### src/hdl/dlsc_pkg.sv
package dlsc_pkg;

   localparam int DEFAULT_MAX_LIGHTS = 32;
   localparam int MASK_W = 32;
   localparam int IDX_W  = 5;
   localparam int CMD_W  = 3;
   localparam int CNT_W  = 6;

   localparam logic [CMD_W-1:0] CMD_LOAD  = 3'd0;
   localparam logic [CMD_W-1:0] CMD_FACE  = 3'd1;
   localparam logic [CMD_W-1:0] CMD_GRID  = 3'd2;
   localparam logic [CMD_W-1:0] CMD_TRI   = 3'd3;
   localparam logic [CMD_W-1:0] CMD_OTHER = 3'd4;

   typedef struct packed {
      logic signed [31:0] org_x;
      logic signed [31:0] org_y;
      logic signed [31:0] org_z;
      logic signed [31:0] radius;
   } light_type;

   // normal/minimum in first, grid maximum in second, plane distance in scalar
   typedef struct packed {
      logic signed [31:0] first_x;
      logic signed [31:0] first_y;
      logic signed [31:0] first_z;
      logic signed [31:0] second_x;
      logic signed [31:0] second_y;
      logic signed [31:0] second_z;
      logic signed [31:0] scalar;
   } surf_type;

   typedef struct packed {
      logic             active;
      logic             valid;
      logic [IDX_W-1:0] idx;
      logic             drop;
   } pipe_stat_type;

   function automatic logic signed [32:0] sx33(input logic signed [31:0] v);
      return {v[31], v};
   endfunction

endpackage

### src/hdl/dlsc_light_mem.sv
module dlsc_light_mem #(
   parameter int DEPTH = dlsc_pkg::DEFAULT_MAX_LIGHTS,
   parameter int AW    = (DEPTH > 1) ? $clog2(DEPTH) : 1
) (
   input  logic                  clock,
   input  logic                  wr_en,
   input  logic [AW-1:0]         wr_addr,
   input  dlsc_pkg::light_type   wr_data,
   input  logic [AW-1:0]         rd_addr,
   output dlsc_pkg::light_type   rd_data
);

   dlsc_pkg::light_type mem [DEPTH];
   dlsc_pkg::light_type rd_data_ff;

   always_ff @(posedge clock) begin
      if (wr_en) begin
         mem[wr_addr] <= wr_data;
      end
      rd_data_ff <= mem[rd_addr];
   end

   assign rd_data = rd_data_ff;

endmodule

### config.mk
export PLATFORM = sky130hd
export DESIGN_NAME = dlsc_light_mem
export DESIGN_NICKNAME = d
export VERILOG_FILES = /design/src/hdl/dlsc_pkg.sv /design/src/hdl/dlsc_light_mem.sv
export SDC_FILE = /design/constraint.sdc
export NUM_CORES = 2
export LEC_CHECK = 0
export BUFFER_PORTS_ARGS = -buffer_cell sky130_fd_sc_hd__buf_2
export CORE_ASPECT_RATIO = 1.5
export CORE_MARGIN = 8
export CORE_UTILIZATION = 38
export DETAILED_ROUTE_END_ITERATION = 10
export HOLD_SLACK_MARGIN = 0.02
export PLACE_DENSITY_LB_ADDON = 0.3
export SLEW_MARGIN = 10
export SYNTH_ARGS = -nofsm -noshare
export SYNTH_HDL_FRONTEND = slang
export SYNTH_SLANG_ARGS = --single-unit
### constraint.sdc
create_clock -name clock -period 13.45 [get_ports clock]
set_input_delay 0.6725 -clock clock [delete_from_list [all_inputs] [get_ports clock]]
set_output_delay 0.6725 -clock clock [all_outputs]
set_load 0.05 [all_outputs]
==> impl_metrics.py <==
metrics = {
    "yosys": {
        "synth.top_cells.by_area": "edfxtp_1 (79%), mux4_2 (14%), o22ai_1 (1.8%), dfxtp_1 (1.7%), mux2i_1 (0.88%)",
        "synth_seq_cells": 4224,
        "synth.distinct_cells": 28,
        "ys_warn_count": 0,
        "avgSynthCellArea_sq_um": 24.1,
        "synthesis.nets": 6580,
        "synth_top_cell_by_area": "edfxtp_1",
        "syn-cell-area_sq_mm": 0.155,
        "synth_top_area_share_pct": 79.2,
        "netlist_instances": 6440,
        "seq_area_frac_synth_pct": 80.9,
    },
    "layout": {
        "design_area_sq_mm": 0.176,
        "final_cell_mix": "edfxtp_1 (4,096), mux4_2 (956), o22ai_1 (444), clkbuf_16 (393), buf_2 (265)",
        "syn_to_final_growth_pct": 13.5,
        "finalNetCount": 7059,
        "final_common_cell": "edfxtp_1",
        "drive_gt1_share_pct": 27.7,
    },
    "setup_path": {
        "cp-startpoint": "rd_addr[0]",
        "max_stage_delay_ps": 930,
        "path_buf_inv": 4,
        "critical_path.top_delay_family": "buffers and inverters",
        "crit_chain": "buf_12 > buf_4 > buf_4 > buf_4 > mux4_2 > o22ai_1 > nor4_1",
        "crit_type": "in2reg",
        "cpMostUsedCell": "buf_4",
        "cp_data_arrival_time_ps": 4920,
        "start_kind": "input pin",
        "cp_max_fo": 98,
        "worstReg2RegStart": "mem[8][57]",
        "crit_required_ps": 14250,
        "endpoint_kind": "flip-flop",
        "cp_slowest_cell": "buf_4",
    },
    "global_route": {
        "first_global_vias": 75100,
        "grt_usage_pct": 19.2,
        "grt_pass1_wl_mm": 587,
        "antenna_found_initial": 92,
        "grt_overflow": 0,
        "grt_max_degree": 128,
    },
    "pwr": {
        "p_seq_share_pct": 53.9,
        "vdd_drop_max_mv": 0.128,
        "pwr-share-clk_pct": 41.2,
        "switching_power_mw": 5.85,
        "p_leak_nw": 54.3,
        "p_int_mw": 21.4,
        "power.total_mw": 27.3,
        "p_sw_share_pct": 21.4,
        "pwr-share-comb_pct": 4.9,
        "power_density_mw_per_mm2": 155,
    },
    "cts": {
        "cts_sinks": 4224,
        "cts_resized": 0,
        "postCtsSetupRepairBufs": 0,
        "cts_tree": "built",
        "holdBufCountCts": 0,
        "cts-root-buf": "clkbuf_16",
        "h-tree-depth": 5,
        "clk_latency_ps": 930,
        "cts_buffer_depth": 4,
        "cts_buffers": 389,
        "clkTransAtPathRegs_ps": 70,
    },
    "hold_path": {
        "hold_class": "in2reg",
        "min_from": "wr_data[116]",
    },
    "sta": {
        "fmax_mhz": 243,
        "period_share_pct": 30.6,
        "skew_ps": 81.3,
        "tns_ps": 0,
        "setup-violations-final": 0,
        "finalHoldViolations": 0,
        "worst_slack_ps": 9330,
        "slew_violations": 0,
        "worstMarginPinSlew_ps": 1220,
        "relSlewSlack_pct": 17.6,
        "rsz0062_at_grt": "no",
        "min_period_ps": 4120,
        "holdWs_ps": 214,
    },
    "floorplanning": {
        "design.portCount": 268,
        "die_area_sq_mm": 0.430,
        "die_y_um": 799,
        "initial_core_util_pct": 38.2,
        "num_rows": 287,
        "core_sq_mm": 0.407,
        "fp.dieW_um": 538,
    },
    "placement": {
        "post_dp_cell_area_sq_mm": 0.163,
        "port_buffers": 267,
        "pre_cts_ws_ps": 8160,
        "gp_congestion": 0.722,
        "hpwl_mm": 200,
    },
    "detailed_routing": {
        "vias": 72900,
        "drc": 0,
        "wl_per_cell_um": 33.4,
        "drt-total-wl_mm": 422,
        "drt_iter0_markers": 8845,
        "final_antenna_net_count": 0,
        "viasPerCell": 5.77,
        "dr.pass1.iters": 6,
    },
    "outcome": {
        "run_status": "complete, no violations",
    },
    "flow_run": {
        "drv_cap": 0,
    },
}
-- worst reg2reg max path: stages, from the launching register on --
cell and delay (ps):
edfxtp_1 340, mux4_2 270, o22ai_1 110, nor4_1 1020
-- per-stage QoR --
stage | util, % | instances
2_1_floorplan | - | 6440
3_3_place_gp | 40.1 | 11900
3_5_place_dp | 40.1 | 11900
4_1_cts | 43.3 | 12600
5_1_grt | 43.3 | 12600
6_report | 43.3 | 12600
-- cells in the mapped netlist --
cell      count
a22oi_1     102
clkbuf_4      9
and3b_1       1
nor3b_1       1
clkbuf_1    108
buf_2        94
nor4_1      111
nand3b_1      6
dfxtp_1     128
buf_4        67
mux2i_1     136
nand2b_1      1
or2_1         1
mux4_2      956
buf_6        30
and2_1        1
nor2b_1       3
and3_1        1
nand3_1      37
or3b_2        4
o22ai_1     444
or3_1         2
buf_1        44
nand4_1      17
nand2_1       4
nor2_2        1
edfxtp_1   4096
nor2_1       35
-- registers in the layout, summed over array words and instances (netlist names) --
signal	count
mem	4096
rd_data	128
-- final cells by class --
class	instances	area (sq um)
well taps	5346	6690
repair buffers	440	3050
multi-input cells	1864	28000
clock buffers	494	10300
diodes	28	70.1
fillers	34100	231000
clock inverters	223	2490
flip-flops and latches	4224	126000
-- power by group through the flow --
stage	sequential [mW]	clock, mW	combinational, mW
after floorplan	15.2	0	0.640
after global placement	15.0	0	1.33
after detailed placement	15.0	0	1.36
after CTS	14.7	11.4	1.36
after global routing	14.7	11.9	1.42
final	14.7	11.2	1.34
-- cell families (layout without fill, tap and decap cells) --
| family | count (synthesis) | count (layout) | synth area share (%) |
|---|---|---|---|
| and+or+nand+nor | 226 | 226 | 0.832 |
| DFF | 4224 | 4224 | 80.9 |
| AOI/OAI and AO/OA | 546 | 546 | 2.28 |
| muxes | 1092 | 1092 | 14.7 |
| other | 0 | 28 | 0 |
| buffers and inverters | 352 | 1157 | 1.26 |
-- per-layer routing --
metal / vias up / part of all wire [%] / wire, um / global-route usage [%]
li1: 29000 / - / - / -
met1: 40200 / 40 / 167000 / 26.1
met2: 3004 / 50 / 211000 / 32.5
met3: 613 / 7.9 / 33400 / 3.46
met4: 52 / 2.3 / 9790 / 4.31
met5: - / 0.071 / 301 / 0
-- final timing paths --
| path | endpoint | slack, ps | depth (start not counted) |
|---|---|---|---|
| min | mem[16][116] | 210 | 1 |
| min reg2reg | rd_data[72] | 670 | 4 |
| max | rd_data[39] | 9330 | 7 |
| max reg2reg | rd_data[57] | 11530 | 3 |
(Power assumes the default switching activity.)
